[src/ble_cet_pkg.sv]
// ---------------------------------------------------------------------------
// BLE connection event tracker package
// Shared widths, reset values, outcome codes and register indexes.
// ---------------------------------------------------------------------------
`default_nettype none

package ble_cet_pkg;

   localparam int CFG_TICK_W = 24;
   localparam int CFG_PS_W   = 25;
   localparam int CNT_W      = 32;
   localparam int OUTCOME_W  = 2;
   localparam int CSR_ADDR_W = 3;
   localparam int CSR_DATA_W = 25;

   localparam logic [CFG_TICK_W-1:0] CONN_INTERVAL_RST     = 24'd32768;
   localparam logic [CFG_PS_W-1:0]   INTERVAL_REM_RST      = 25'd0;
   localparam logic [CFG_PS_W-1:0]   TICK_LENGTH_RST       = 25'd30517578;
   localparam logic [CFG_TICK_W-1:0] SUPERVISION_TICKS_RST = 24'd65536;
   localparam logic [CFG_TICK_W-1:0] CONNECT_END_RST       = 24'd0;
   localparam logic [CFG_TICK_W-1:0] ANCHOR_OFFSET_RST     = 24'd0;
   localparam logic [CFG_PS_W-1:0]   OFFSET_REM_RST        = 25'd0;

   typedef enum logic [OUTCOME_W-1:0] {
      OUTCOME_GOOD = 2'd0,
      OUTCOME_MISS = 2'd1,
      OUTCOME_CRC  = 2'd2
   } outcome_type;

   typedef enum logic [CSR_ADDR_W-1:0] {
      REG_CONN_INTERVAL     = 3'd0,
      REG_INTERVAL_REM      = 3'd1,
      REG_TICK_LENGTH       = 3'd2,
      REG_SUPERVISION_TICKS = 3'd3,
      REG_CONNECT_END       = 3'd4,
      REG_ANCHOR_OFFSET     = 3'd5,
      REG_OFFSET_REM        = 3'd6
   } reg_index_type;

endpackage

`default_nettype wire

[src/ble_cet_if.sv]
// ---------------------------------------------------------------------------
// BLE connection event tracker channel interfaces
// Valid/ready channels for event items, result items and register writes.
// ---------------------------------------------------------------------------
`default_nettype none

interface ble_cet_req_if;
   logic       valid;
   logic       ready;
   logic [1:0] outcome;
   logic       peer_sn;
   logic       peer_nesn;

   modport source (output valid, output outcome, output peer_sn, output peer_nesn,
                   input ready);
   modport sink   (input valid, input outcome, input peer_sn, input peer_nesn,
                   output ready);
endinterface

interface ble_cet_rsp_if #(
   parameter int TICK_BITS = 24
);
   logic                 valid;
   logic                 ready;
   logic                 our_sn;
   logic                 our_nesn;
   logic [TICK_BITS-1:0] event_anchor;
   logic [TICK_BITS-1:0] following_anchor;
   logic [31:0]          miss_run;
   logic [31:0]          worst_miss_run;
   logic [31:0]          events_done;
   logic [31:0]          good_count;
   logic [31:0]          timeout_count;
   logic [31:0]          crc_fail_count;
   logic                 disconnect;

   modport source (output valid, output our_sn, output our_nesn, output event_anchor,
                   output following_anchor, output miss_run, output worst_miss_run,
                   output events_done, output good_count, output timeout_count,
                   output crc_fail_count, output disconnect, input ready);
   modport sink   (input valid, input our_sn, input our_nesn, input event_anchor,
                   input following_anchor, input miss_run, input worst_miss_run,
                   input events_done, input good_count, input timeout_count,
                   input crc_fail_count, input disconnect, output ready);
endinterface

interface ble_cet_csr_if;
   logic        valid;
   logic        ready;
   logic [2:0]  index;
   logic [24:0] data;

   modport source (output valid, output index, output data, input ready);
   modport sink   (input valid, input index, input data, output ready);
endinterface

`default_nettype wire

[src/ble_conn_event_tracker_top.sv]
// ---------------------------------------------------------------------------
// BLE connection event tracker
// Slave connection event bookkeeping: SN/NESN, counters, supervision
// timeout and anchor advance with picosecond carry.
//
//   channel   | dir | carries
//   ----------+-----+---------------------------------------------
//   req_chan  | in  | outcome, peer_sn, peer_nesn
//   rsp_chan  | out | sequence bits, anchors, counters, disconnect
//   csr_chan  | in  | register index and write data
//
// One item per cycle sustained while rsp is ready; a req passes through the
// input register, then the result register, before rsp valid.
// The per-item path is one 32-bit increment/compare and the anchor add
// with a single fraction carry.
// A stalled rsp holds its result; the input register keeps taking one more item.
// Synchronous reset loads register defaults and the initial anchor.
// ---------------------------------------------------------------------------
`default_nettype none

module ble_conn_event_tracker_top #(
   parameter int TICK_BITS = 24
) (
   input  wire logic         clock,
   input  wire logic         reset,
   ble_cet_req_if.sink       req_chan,
   ble_cet_rsp_if.source     rsp_chan,
   ble_cet_csr_if.sink       csr_chan
);
   import ble_cet_pkg::*;

   localparam int CMP_W = (TICK_BITS > CFG_TICK_W) ? TICK_BITS : CFG_TICK_W;

   // configuration
   logic [CFG_TICK_W-1:0] conn_interval_ff, conn_interval_in;
   logic [CFG_PS_W-1:0]   interval_rem_ff, interval_rem_in;
   logic [CFG_PS_W-1:0]   tick_length_ff, tick_length_in;
   logic [CFG_TICK_W-1:0] supervision_ff, supervision_in;
   logic [CFG_TICK_W-1:0] connect_end_ff, connect_end_in;
   logic [CFG_TICK_W-1:0] anchor_offset_ff, anchor_offset_in;
   logic [CFG_PS_W-1:0]   offset_rem_ff, offset_rem_in;

   // connection state
   logic                 sn_ff, sn_in;
   logic                 nesn_ff, nesn_in;
   logic [TICK_BITS-1:0] anchor_ff, anchor_in;
   logic [CFG_PS_W-1:0]  fraction_ff, fraction_in;
   logic [TICK_BITS-1:0] last_good_ff, last_good_in;
   logic [CNT_W-1:0]     misses_ff, misses_in;
   logic [CNT_W-1:0]     worst_ff, worst_in;
   logic [CNT_W-1:0]     events_ff, events_in;
   logic [CNT_W-1:0]     good_ff, good_in;
   logic [CNT_W-1:0]     timeout_ff, timeout_in;
   logic [CNT_W-1:0]     crc_ff, crc_in;
   logic                 ended_ff, ended_in;

   // input register
   logic                 s1_valid_ff, s1_valid_in;
   logic [OUTCOME_W-1:0] s1_outcome_ff;
   logic                 s1_sn_ff;
   logic                 s1_nesn_ff;

   // result register
   logic                 rsp_valid_ff, rsp_valid_in;
   logic [TICK_BITS-1:0] rsp_ev_anchor_ff;

   logic advance;
   logic req_take;
   logic csr_take;

   assign advance  = s1_valid_ff && (!rsp_valid_ff || rsp_chan.ready);
   assign req_take = req_chan.valid && req_chan.ready;
   assign csr_take = csr_chan.valid && csr_chan.ready;

   assign req_chan.ready = !s1_valid_ff || advance;
   assign csr_chan.ready = 1'b1;

   assign s1_valid_in  = req_take || (s1_valid_ff && !advance);
   assign rsp_valid_in = advance || (rsp_valid_ff && !rsp_chan.ready);

   always_comb begin
      logic [CNT_W-1:0]     miss_inc;
      logic [TICK_BITS-1:0] gap;
      logic                 end_now;
      logic [CFG_PS_W:0]    frac_sum;
      logic                 carry;
      logic [TICK_BITS-1:0] step_ticks;

      conn_interval_in  = conn_interval_ff;
      interval_rem_in   = interval_rem_ff;
      tick_length_in    = tick_length_ff;
      supervision_in    = supervision_ff;
      connect_end_in    = connect_end_ff;
      anchor_offset_in  = anchor_offset_ff;
      offset_rem_in     = offset_rem_ff;

      sn_in        = sn_ff;
      nesn_in      = nesn_ff;
      anchor_in    = anchor_ff;
      fraction_in  = fraction_ff;
      last_good_in = last_good_ff;
      misses_in    = misses_ff;
      worst_in     = worst_ff;
      events_in    = events_ff;
      good_in      = good_ff;
      timeout_in   = timeout_ff;
      crc_in       = crc_ff;
      ended_in     = ended_ff;

      miss_inc   = misses_ff + 1'b1;
      gap        = anchor_ff - last_good_ff;
      end_now    = CMP_W'(gap) >= CMP_W'(supervision_ff);
      frac_sum   = {1'b0, fraction_ff} + {1'b0, interval_rem_ff};
      carry      = frac_sum >= {1'b0, tick_length_ff};
      step_ticks = TICK_BITS'(conn_interval_ff) + TICK_BITS'(carry);

      if (advance && !ended_ff) begin
         events_in = events_ff + 1'b1;
         case (outcome_type'(s1_outcome_ff))
            OUTCOME_GOOD: begin
               good_in      = good_ff + 1'b1;
               sn_in        = s1_nesn_ff;
               nesn_in      = nesn_ff ^ (s1_sn_ff == nesn_ff);
               last_good_in = anchor_ff;
               misses_in    = '0;
               end_now      = 1'b0;
            end
            OUTCOME_CRC: begin
               crc_in = crc_ff + 1'b1;
            end
            default: begin
               timeout_in = timeout_ff + 1'b1;
            end
         endcase
         if (outcome_type'(s1_outcome_ff) != OUTCOME_GOOD) begin
            misses_in = miss_inc;
            if (miss_inc > worst_ff) begin
               worst_in = miss_inc;
            end
         end
         ended_in = end_now;
         if (!end_now) begin
            anchor_in   = anchor_ff + step_ticks;
            fraction_in = carry ? CFG_PS_W'(frac_sum - {1'b0, tick_length_ff})
                                : frac_sum[CFG_PS_W-1:0];
         end
      end

      if (csr_take) begin
         case (reg_index_type'(csr_chan.index))
            REG_CONN_INTERVAL:     conn_interval_in  = csr_chan.data[CFG_TICK_W-1:0];
            REG_INTERVAL_REM:      interval_rem_in   = csr_chan.data;
            REG_TICK_LENGTH:       tick_length_in    = csr_chan.data;
            REG_SUPERVISION_TICKS: supervision_in    = csr_chan.data[CFG_TICK_W-1:0];
            REG_CONNECT_END: begin
               connect_end_in = csr_chan.data[CFG_TICK_W-1:0];
               last_good_in   = TICK_BITS'(connect_end_in);
            end
            REG_ANCHOR_OFFSET:     anchor_offset_in  = csr_chan.data[CFG_TICK_W-1:0];
            REG_OFFSET_REM:        offset_rem_in     = csr_chan.data;
            default: ;
         endcase
         if (csr_chan.index == REG_CONNECT_END || csr_chan.index == REG_ANCHOR_OFFSET ||
             csr_chan.index == REG_OFFSET_REM) begin
            anchor_in   = TICK_BITS'(connect_end_in) + TICK_BITS'(anchor_offset_in);
            fraction_in = offset_rem_in;
         end
      end
   end

   always_ff @(posedge clock) begin
      if (reset) begin
         conn_interval_ff  <= CONN_INTERVAL_RST;
         interval_rem_ff   <= INTERVAL_REM_RST;
         tick_length_ff    <= TICK_LENGTH_RST;
         supervision_ff    <= SUPERVISION_TICKS_RST;
         connect_end_ff    <= CONNECT_END_RST;
         anchor_offset_ff  <= ANCHOR_OFFSET_RST;
         offset_rem_ff     <= OFFSET_REM_RST;
         sn_ff             <= 1'b0;
         nesn_ff           <= 1'b0;
         anchor_ff         <= TICK_BITS'(CONNECT_END_RST) + TICK_BITS'(ANCHOR_OFFSET_RST);
         fraction_ff       <= OFFSET_REM_RST;
         last_good_ff      <= TICK_BITS'(CONNECT_END_RST);
         misses_ff         <= '0;
         worst_ff          <= '0;
         events_ff         <= '0;
         good_ff           <= '0;
         timeout_ff        <= '0;
         crc_ff            <= '0;
         ended_ff          <= 1'b0;
         s1_valid_ff       <= 1'b0;
         rsp_valid_ff      <= 1'b0;
      end else begin
         conn_interval_ff  <= conn_interval_in;
         interval_rem_ff   <= interval_rem_in;
         tick_length_ff    <= tick_length_in;
         supervision_ff    <= supervision_in;
         connect_end_ff    <= connect_end_in;
         anchor_offset_ff  <= anchor_offset_in;
         offset_rem_ff     <= offset_rem_in;
         sn_ff             <= sn_in;
         nesn_ff           <= nesn_in;
         anchor_ff         <= anchor_in;
         fraction_ff       <= fraction_in;
         last_good_ff      <= last_good_in;
         misses_ff         <= misses_in;
         worst_ff          <= worst_in;
         events_ff         <= events_in;
         good_ff           <= good_in;
         timeout_ff        <= timeout_in;
         crc_ff            <= crc_in;
         ended_ff          <= ended_in;
         s1_valid_ff       <= s1_valid_in;
         rsp_valid_ff      <= rsp_valid_in;
      end
   end

   always_ff @(posedge clock) begin
      if (req_take) begin
         s1_outcome_ff <= req_chan.outcome;
         s1_sn_ff      <= req_chan.peer_sn;
         s1_nesn_ff    <= req_chan.peer_nesn;
      end
      if (advance) begin
         rsp_ev_anchor_ff <= anchor_ff;
      end
   end

   // result fields mirror the state written on the same edge as the result
   // register; state moves again on the next advance, which also requires a
   // pending result to be taken, or on a register write
   logic [CNT_W-1:0]     rsp_misses_ff, rsp_worst_ff, rsp_events_ff;
   logic [CNT_W-1:0]     rsp_good_ff, rsp_timeout_ff, rsp_crc_ff;
   logic [TICK_BITS-1:0] rsp_following_anchor_ff;
   logic                 rsp_sn_ff, rsp_nesn_ff, rsp_ended_ff;

   always_ff @(posedge clock) begin
      if (advance) begin
         rsp_sn_ff               <= sn_in;
         rsp_nesn_ff             <= nesn_in;
         rsp_following_anchor_ff <= anchor_in;
         rsp_misses_ff           <= misses_in;
         rsp_worst_ff            <= worst_in;
         rsp_events_ff           <= events_in;
         rsp_good_ff             <= good_in;
         rsp_timeout_ff          <= timeout_in;
         rsp_crc_ff              <= crc_in;
         rsp_ended_ff            <= ended_in;
      end
   end

   assign rsp_chan.valid            = rsp_valid_ff;
   assign rsp_chan.our_sn           = rsp_sn_ff;
   assign rsp_chan.our_nesn         = rsp_nesn_ff;
   assign rsp_chan.event_anchor     = rsp_ev_anchor_ff;
   assign rsp_chan.following_anchor = rsp_following_anchor_ff;
   assign rsp_chan.miss_run         = rsp_misses_ff;
   assign rsp_chan.worst_miss_run   = rsp_worst_ff;
   assign rsp_chan.events_done      = rsp_events_ff;
   assign rsp_chan.good_count       = rsp_good_ff;
   assign rsp_chan.timeout_count    = rsp_timeout_ff;
   assign rsp_chan.crc_fail_count   = rsp_crc_ff;
   assign rsp_chan.disconnect       = rsp_ended_ff;

endmodule

`default_nettype wire
[src/flat_wrapper.sv]
// flat-port wrapper written by rule: the top's interface ports become plain ports
module ble_conn_event_tracker_top_flat import ble_cet_pkg::*;
#(
   parameter int TICK_BITS = 24
)
  (clock, reset, req_chan_valid, req_chan_outcome, req_chan_peer_sn, req_chan_peer_nesn, req_chan_ready, rsp_chan_valid, rsp_chan_our_sn, rsp_chan_our_nesn, rsp_chan_event_anchor, rsp_chan_following_anchor, rsp_chan_miss_run, rsp_chan_worst_miss_run, rsp_chan_events_done, rsp_chan_good_count, rsp_chan_timeout_count, rsp_chan_crc_fail_count, rsp_chan_disconnect, rsp_chan_ready, csr_chan_valid, csr_chan_index, csr_chan_data, csr_chan_ready);
  ble_cet_req_if req_chan_i ();
  ble_cet_rsp_if #(.TICK_BITS(TICK_BITS)) rsp_chan_i ();
  ble_cet_csr_if csr_chan_i ();
  input  wire logic clock;
  input  wire logic reset;
  input wire logic [$bits(req_chan_i.valid)-1:0] req_chan_valid;
  input wire logic [$bits(req_chan_i.outcome)-1:0] req_chan_outcome;
  input wire logic [$bits(req_chan_i.peer_sn)-1:0] req_chan_peer_sn;
  input wire logic [$bits(req_chan_i.peer_nesn)-1:0] req_chan_peer_nesn;
  output wire logic [$bits(req_chan_i.ready)-1:0] req_chan_ready;
  output wire logic [$bits(rsp_chan_i.valid)-1:0] rsp_chan_valid;
  output wire logic [$bits(rsp_chan_i.our_sn)-1:0] rsp_chan_our_sn;
  output wire logic [$bits(rsp_chan_i.our_nesn)-1:0] rsp_chan_our_nesn;
  output wire logic [$bits(rsp_chan_i.event_anchor)-1:0] rsp_chan_event_anchor;
  output wire logic [$bits(rsp_chan_i.following_anchor)-1:0] rsp_chan_following_anchor;
  output wire logic [$bits(rsp_chan_i.miss_run)-1:0] rsp_chan_miss_run;
  output wire logic [$bits(rsp_chan_i.worst_miss_run)-1:0] rsp_chan_worst_miss_run;
  output wire logic [$bits(rsp_chan_i.events_done)-1:0] rsp_chan_events_done;
  output wire logic [$bits(rsp_chan_i.good_count)-1:0] rsp_chan_good_count;
  output wire logic [$bits(rsp_chan_i.timeout_count)-1:0] rsp_chan_timeout_count;
  output wire logic [$bits(rsp_chan_i.crc_fail_count)-1:0] rsp_chan_crc_fail_count;
  output wire logic [$bits(rsp_chan_i.disconnect)-1:0] rsp_chan_disconnect;
  input wire logic [$bits(rsp_chan_i.ready)-1:0] rsp_chan_ready;
  input wire logic [$bits(csr_chan_i.valid)-1:0] csr_chan_valid;
  input wire logic [$bits(csr_chan_i.index)-1:0] csr_chan_index;
  input wire logic [$bits(csr_chan_i.data)-1:0] csr_chan_data;
  output wire logic [$bits(csr_chan_i.ready)-1:0] csr_chan_ready;
  assign req_chan_i.valid = req_chan_valid;
  assign req_chan_i.outcome = req_chan_outcome;
  assign req_chan_i.peer_sn = req_chan_peer_sn;
  assign req_chan_i.peer_nesn = req_chan_peer_nesn;
  assign req_chan_ready = req_chan_i.ready;
  assign rsp_chan_valid = rsp_chan_i.valid;
  assign rsp_chan_our_sn = rsp_chan_i.our_sn;
  assign rsp_chan_our_nesn = rsp_chan_i.our_nesn;
  assign rsp_chan_event_anchor = rsp_chan_i.event_anchor;
  assign rsp_chan_following_anchor = rsp_chan_i.following_anchor;
  assign rsp_chan_miss_run = rsp_chan_i.miss_run;
  assign rsp_chan_worst_miss_run = rsp_chan_i.worst_miss_run;
  assign rsp_chan_events_done = rsp_chan_i.events_done;
  assign rsp_chan_good_count = rsp_chan_i.good_count;
  assign rsp_chan_timeout_count = rsp_chan_i.timeout_count;
  assign rsp_chan_crc_fail_count = rsp_chan_i.crc_fail_count;
  assign rsp_chan_disconnect = rsp_chan_i.disconnect;
  assign rsp_chan_i.ready = rsp_chan_ready;
  assign csr_chan_i.valid = csr_chan_valid;
  assign csr_chan_i.index = csr_chan_index;
  assign csr_chan_i.data = csr_chan_data;
  assign csr_chan_ready = csr_chan_i.ready;
  ble_conn_event_tracker_top #(.TICK_BITS(TICK_BITS)) u_core (.clock(clock), .reset(reset), .req_chan(req_chan_i), .rsp_chan(rsp_chan_i), .csr_chan(csr_chan_i));
endmodule
[config.mk]
export PLATFORM = sky130hd
export DESIGN_NAME = ble_conn_event_tracker_top_flat
export DESIGN_NICKNAME = d
export VERILOG_FILES = /design/src/ble_cet_pkg.sv /design/src/ble_cet_if.sv /design/src/ble_conn_event_tracker_top.sv /design/src/flat_wrapper.sv
export SDC_FILE = /design/constraint.sdc
export NUM_CORES = 1
export LEC_CHECK = 0
export BUFFER_PORTS_ARGS = -buffer_cell sky130_fd_sc_hd__buf_2
export CORE_MARGIN = 2
export CORE_UTILIZATION = 62
export CTS_BUF_LIST = sky130_fd_sc_hd__clkbuf_4 sky130_fd_sc_hd__clkbuf_8
export DETAILED_ROUTE_END_ITERATION = 10
export PLACE_DENSITY = 0.81
export SLEW_MARGIN = 20
export SYNTH_ARGS = -nofsm -noshare
export SYNTH_HDL_FRONTEND = slang
export SYNTH_SLANG_ARGS = --single-unit
[constraint.sdc]
create_clock -name clock -period 22.5 [get_ports clock]
set_input_delay 6.75 -clock clock [delete_from_list [all_inputs] [get_ports clock]]
set_output_delay 6.75 -clock clock [all_outputs]
set_load 0.1 [all_outputs]
==> key figures, run 1 <==
Run status
  • Outcome: complete, no violations

Critical path
  • CP required: 15,750 ps
  • Startpoint type of the worst setup path: primary input
  • Critical path fanouts, max: 8
  • Crit path DAT: 7600 ps
  • R2r setup slk: 14,350 ps
  • Worst Setup End Kind: primary output
  • RR Startpoint: u_core.fraction_ff[0]
  • Crit Path Class: in -> out
  • Worst Reg-to-Reg Cells: 27
  • Reg-to-reg endpoint: u_core.rsp_chan.following_anchor[23]

Synthesis
  • Top_reg_cell synth: dfxtp_1
  • Post-Syn Area per Cell: 9.64 µm²
  • Post-synthesis cell area: 34,000 µm²
  • Yosys warning count: 0
  • Yosys reg bits: 688
  • Async SR Flop Fraction: 0%
  • Mapped Nets: 3,745
  • Post-synth EDFFs: 247
  • Unique masters post-synth: 83
  • Synthesized instance count: 3,523
  • Sequential fraction of the synthesis area: 47.8%

Routing
  • DRC Markers: 0
  • Routed length per instance: 18.4 µm
  • First-pass detailed-route iteration total: 6
  • Antenna-violating nets left: 0
  • Final WL: 83.7 mm
  • DRC marker count from the first detailed-route iteration: 2,150
  • DR vias: 26,460
  • Routed vias/inst: 5.80

GRT
  • Largest net degree at the start of global routing: 109
  • First-pass GRT wire length: 132 mm
  • Initial antenna violation count: 2
  • Congestion Overflow GR: 0
  • Vias in the first global route: 25,068
  • Tot GR Track Use: 29.3%

Final layout
  • Area grow syn2layout: 12.4%
  • Net count, final: 3,997
  • Commonest non-fill, non-tap cell in the layout: nand2_1
  • Final non-filler cell area: 38,200 µm²
  • Most frequent cells in the layout: nand2_1 (498), dfxtp_1 (441), buf_2 (280), a21oi_1 (270), edfxtp_1 (247)
  • Layout cells sized above 1: 16.0%

Clock network
  • Clk root buf: clkbuf_8
  • Clock latency on the worst-skew pair: 720 ps
  • Cts hold-fix bufs: 0
  • Total CTS buffers: 105
  • Post-CTS setup buffer count: 0
  • Clock-pin transition on the worst setup and hold timing paths: 60 ps
  • TritonCTS clock tree: built
  • CTS resizes: 0
  • Max clock buf depth: 3
  • H-tree levels: 3
  • # clock sinks: 688

Floorplan
  • I/O pins: 283
  • Core Rows: 85
  • Core Area: 54,000 µm²
  • Initial Utilization: 62.9%
  • Die H: 238 µm
  • Die ar.: 56,700 µm²
  • Horiz. Die Dim: 238 µm

Power
  • Worst vdd ir: 0.0000611 V
  • Leakage: 15.9 nW
  • Total power: 0.00294 W
  • Pwr Density: 76.9 nW/µm²

STA
  • Max Freq: 69.7 MHz
  • Slew headroom: 22.7%
  • Setup TNS: 0 ps
  • Final Hold Violating Endpoints: 0
  • Fin. max-slew vios: 0
  • Min Tclk post-route: 14,350 ps
  • Final period util: 63.8%
  • Slew @ Worst Pin: 1150 ps
  • Unrepaired setup endpoints after global routing: false
  • Clock skew: 36.2 ps
  • Final Setup Violations: 0

Flow run
  • Max Cap Viol: 0

Worst hold path
  • Worst hold endpoint: u_core.offset_rem_ff[22]
  • Hold_sp: u_core.offset_rem_ff[22]
  • Min-Delay Path Class: reg -> reg
  • Min-Delay Path Depth: 2

Placed design
  • Post-DP HPWL: 57.4 mm
  • Port buffer count: 281
  • Area after DPL: 35,900 µm²
  • GP Congestion: 0.919
-- Yosys cell counts (all sizes together) (97+ instances only) --
| master | count | area [µm²] |
|---|---|---|
| ha | 179 | 2240 |
| o21ai | 97 | 485 |
| nor2b | 223 | 1400 |
| a21oi | 270 | 1350 |
| nand2 | 501 | 1890 |
| inv | 157 | 592 |
| edfxtp | 247 | 7420 |
| clkbuf | 145 | 544 |
| xnor2 | 159 | 1390 |
| nor2 | 202 | 758 |
| dfxtp | 441 | 8830 |
-- final cells by class --
cell class,count,area (µm²)
diodes,2,5.00
clock buffers,156,1930
clock inverters,40,347
fillers,4049,15800
inverters,157,592
multi-input cells,2512,16500
flip-flops and latches,688,16200
well taps,696,871
repair buffers,311,1670
-- routing by layer --
metal | part of all wire [%] | vias up | track usage [%]
met5 | 0 | - | 0
met4 | 2.4 | 0 | 8.39
met3 | 7.9 | 137 | 4.93
met2 | 46 | 960 | 47.3
met1 | 44 | 12499 | 40.7
li1 | - | 12864 | -
-- kinds of logic (layout without fill, tap and decap cells) --
kind of cell / Yosys count / in the layout / synth area share, %
compound gates: 682 / 682 / 12.8
xor+xnor: 246 / 246 / 6.34
fa+ha+maj: 185 / 185 / 6.95
buf+inv: 323 / 664 / 3.68
flops: 688 / 688 / 47.8
mux: 134 / 134 / 4.23
other cells: 1 / 3 / 0.0110
simple gates: 1264 / 1264 / 18.2
-- per-stage QoR --
stage                     hold WS (ps)  instances  setup WS (ps)  util, %
after floorplan                    434       3523           4610        -
after global placement             441       4362           8180     66.4
after detailed placement           446       4362           8140     66.4
after CTS                          454       4558           8130     70.6
after global routing               472       4562           8130     70.7
final                              453       4562           8150     70.7
-- sequential cells by signal (all words and copies together) (netlist names), 25 cells and up --
register                        flops
u_core.crc_ff                      32
u_core.events_ff                   32
u_core.fraction_ff                 25
u_core.good_ff                     32
u_core.interval_rem_ff             25
u_core.misses_ff                   32
u_core.offset_rem_ff               25
u_core.rsp_chan.crc_fail_count     32
u_core.rsp_chan.events_done        32
u_core.rsp_chan.good_count         32
u_core.rsp_chan.miss_run           32
u_core.rsp_chan.timeout_count      32
u_core.rsp_chan.worst_miss_run     32
u_core.tick_length_ff              25
u_core.timeout_ff                  32
u_core.worst_ff                    32
-- power breakdown --
group | internal (W) | switching [W] | total (W)
logic | 0.000147 | 0.000341 | 0.000488
clock network | 0.000610 | 0.000491 | 0.00110
registers | 0.00132 | 0.0000230 | 0.00135
total | 0.00208 | 0.000855 | 0.00294
-- worst max-delay path, cell delays in order --
cell and delay, ps:
buf_2 70, nor2b_1 30, buf_4 180, nand2_1 120
buf_2 440
-- worst max path at each step --
stage	startpoint	to	slack, ps	depth (start not counted)
2_1_floorplan	rsp_chan_ready	u_core.rsp_chan.crc_fail_count[0]	4610	3
3_3_place_gp	rsp_chan_ready	req_chan_ready	8180	5
3_5_place_dp	rsp_chan_ready	req_chan_ready	8140	5
4_1_cts	rsp_chan_ready	req_chan_ready	8130	5
5_1_grt	rsp_chan_ready	req_chan_ready	8130	5
6_report	rsp_chan_ready	req_chan_ready	8150	5
(Power assumes the default switching activity.)
==> run 2, diff against run 1 <==
--- a/config.mk
+++ b/config.mk
@@ -7,10 +7,10 @@
 export LEC_CHECK = 0
 export BUFFER_PORTS_ARGS = -buffer_cell sky130_fd_sc_hd__buf_2
 export CORE_MARGIN = 2
-export CORE_UTILIZATION = 62
+export CORE_UTILIZATION = 56
 export CTS_BUF_LIST = sky130_fd_sc_hd__clkbuf_4 sky130_fd_sc_hd__clkbuf_8
 export DETAILED_ROUTE_END_ITERATION = 10
-export PLACE_DENSITY = 0.81
+export PLACE_DENSITY = 0.77
 export SLEW_MARGIN = 20
 export SYNTH_ARGS = -nofsm -noshare
 export SYNTH_HDL_FRONTEND = slang
==> constraint.sdc (replaced) <==
create_clock -name clock -period 13.13 [get_ports clock]
set_input_delay 3.939 -clock clock [delete_from_list [all_inputs] [get_ports clock]]
set_output_delay 3.939 -clock clock [all_outputs]
set_load 0.1 [all_outputs]
==> run 2 against run 1 <==
Against the previous run: setup slack got worse by 4300 ps; clock skew increased by 2.7 ps; cell count increased by 2.1%; critical path type unchanged; critical endpoint unchanged.
==> key figures, run 2 (synthesized netlist as in run 1, its figures left out) <==
Worst hold path
  • Min-Delay Path Depth: 2
  • Worst hold endpoint: u_core.connect_end_ff[19]
  • Min-Delay Path Class: reg -> reg
  • Hold_sp: u_core.connect_end_ff[19]

Final layout
  • Layout cells sized above 1: 16.2%
  • Net count, final: 4,002
  • Commonest non-fill, non-tap cell in the layout: nand2_1
  • Most frequent cells in the layout: nand2_1 (498), dfxtp_1 (441), buf_2 (280), a21oi_1 (270), edfxtp_1 (247)
  • Cell Count, Final, Fillers Out: 4,660
  • Area grow syn2layout: 13.2%

Clock network
  • H-tree levels: 3
  • Clk root buf: clkbuf_8
  • TritonCTS clock tree: built
  • Total CTS buffers: 110
  • Cts hold-fix bufs: 0
  • Clock latency on the worst-skew pair: 750 ps
  • # clock sinks: 688
  • Max clock buf depth: 3
  • Clock-pin transition on the worst setup and hold timing paths: 50 ps
  • CTS resizes: 0
  • Post-CTS setup buffer count: 0

Power
  • Register share of total power: 44.9%
  • Worst vdd ir: 0.0000987 V
  • Sw Ratio: 29.4%
  • Pwr Density: 134 nW/µm²
  • Clock network fraction of total power: 38.8%
  • Leakage: 16.0 nW
  • Combinational power share: 16.3%
  • Cell-internal power: 0.00363 W
  • Total power: 0.00514 W
  • P_sw: 0.00151 W

STA
  • Clock skew: 38.9 ps
  • Max Freq: 108 MHz
  • Final Hold Violating Endpoints: 0
  • Min Tclk post-route: 9270 ps
  • Worst hold slack: 451 ps
  • Final period util: 70.6%
  • Unrepaired setup endpoints after global routing: false
  • Slew @ Worst Pin: 1120 ps
  • Setup TNS: 0 ps
  • Slew headroom: 25.0%
  • Final Setup Violations: 0
  • Fin. max-slew vios: 0

Floorplan
  • Horiz. Die Dim: 250 µm
  • I/O pins: 283
  • Initial Utilization: 56.5%
  • Core Area: 60,100 µm²
  • Die H: 250 µm
  • Core Rows: 90
  • Die ar.: 62,700 µm²

Critical path
  • Reg-to-reg endpoint: u_core.rsp_chan.following_anchor[23]
  • Crit Path Class: in -> out
  • CP required: 9190 ps
  • Critical path fanouts, max: 8
  • Worst Reg-to-Reg Cells: 27
  • R2r setup slk: 4950 ps
  • RR Startpoint: u_core.interval_rem_ff[0]
  • Startpoint type of the worst setup path: primary input
  • Crit path DAT: 5340 ps
  • Worst Setup End Kind: primary output

Placed design
  • GP Congestion: 0.959
  • Placed cells: 4,449
  • Port buffer count: 281
  • Post-DP HPWL: 58.5 mm

GRT
  • Vias in the first global route: 25,174
  • First-pass GRT wire length: 134 mm
  • Congestion Overflow GR: 0
  • Tot GR Track Use: 26.6%
  • Largest net degree at the start of global routing: 102
  • Initial antenna violation count: 1

Routing
  • Routed vias/inst: 5.65
  • DRC marker count from the first detailed-route iteration: 1,917
  • First-pass detailed-route iteration total: 5
  • DR vias: 26,306
  • Final WL: 85.1 mm
  • Antenna-violating nets left: 0
  • DRC Markers: 0
  • Routed length per instance: 18.3 µm

Run status
  • Outcome: complete, no violations

Flow run
  • Max Cap Viol: 0
[run 2: power groups by stage]
| stage | logic (W) | clock network (W) | registers (W) |
|---|---|---|---|
| 3_3_place_gp | 0.000812 | 0 | 0.00235 |
| 3_5_place_dp | 0.000826 | 0 | 0.00235 |
| 5_1_grt | 0.000911 | 0.00212 | 0.00231 |
| 2_1_floorplan | 0.000465 | 0 | 0.00253 |
| 4_1_cts | 0.000830 | 0.00203 | 0.00231 |
| 6_report | 0.000837 | 0.00199 | 0.00231 |
[run 2: through the flow]
step                setup slack, ps  cell area (µm²)  util [%]
floorplan                      2180            34000         -
global placement               3950            36000      59.8
detailed placement             3880            36000      59.8
CTS                            3880            38400      63.9
global route                   3800            38500      64.0
finish                         3860            38500      64.0
[run 2: metal layers]
metal	track usage [%]	up-vias	wire (µm)	part of all wire, %
li1	-	12895	-	-
met2	42.3	859	38400	45
met5	0	-	0	0
met1	36.4	12408	37600	44
met3	4.94	144	6510	7.6
met4	10.0	0	2600	3.1
[run 2: worst max path at each step]
stage                    from                                 to  slack [ps]  cells past startpoint
3_5_place_dp   rsp_chan_ready                     req_chan_ready        3880                      4
6_report       rsp_chan_ready                     req_chan_ready        3860                      4
4_1_cts        rsp_chan_ready                     req_chan_ready        3880                      4
3_3_place_gp   rsp_chan_ready                     req_chan_ready        3950                      4
5_1_grt        rsp_chan_ready                     req_chan_ready        3800                      4
2_1_floorplan  rsp_chan_ready  u_core.rsp_chan.crc_fail_count[0]        2180                      3
[run 2: critical path, stage by stage]
cell and delay, ps:
buf_2 100, nor2b_1 790, nand2_1 160, buf_2 340
[run 2: cell type report]
cell class / instances / area, µm²
diodes: 1 / 2.50
clock buffers: 157 / 1950
clock inverters: 52 / 488
fillers: 4919 / 21700
inverters: 157 / 592
multi-input cells: 2512 / 16500
flip-flops and latches: 688 / 16200
well taps: 782 / 978
repair buffers: 311 / 1670
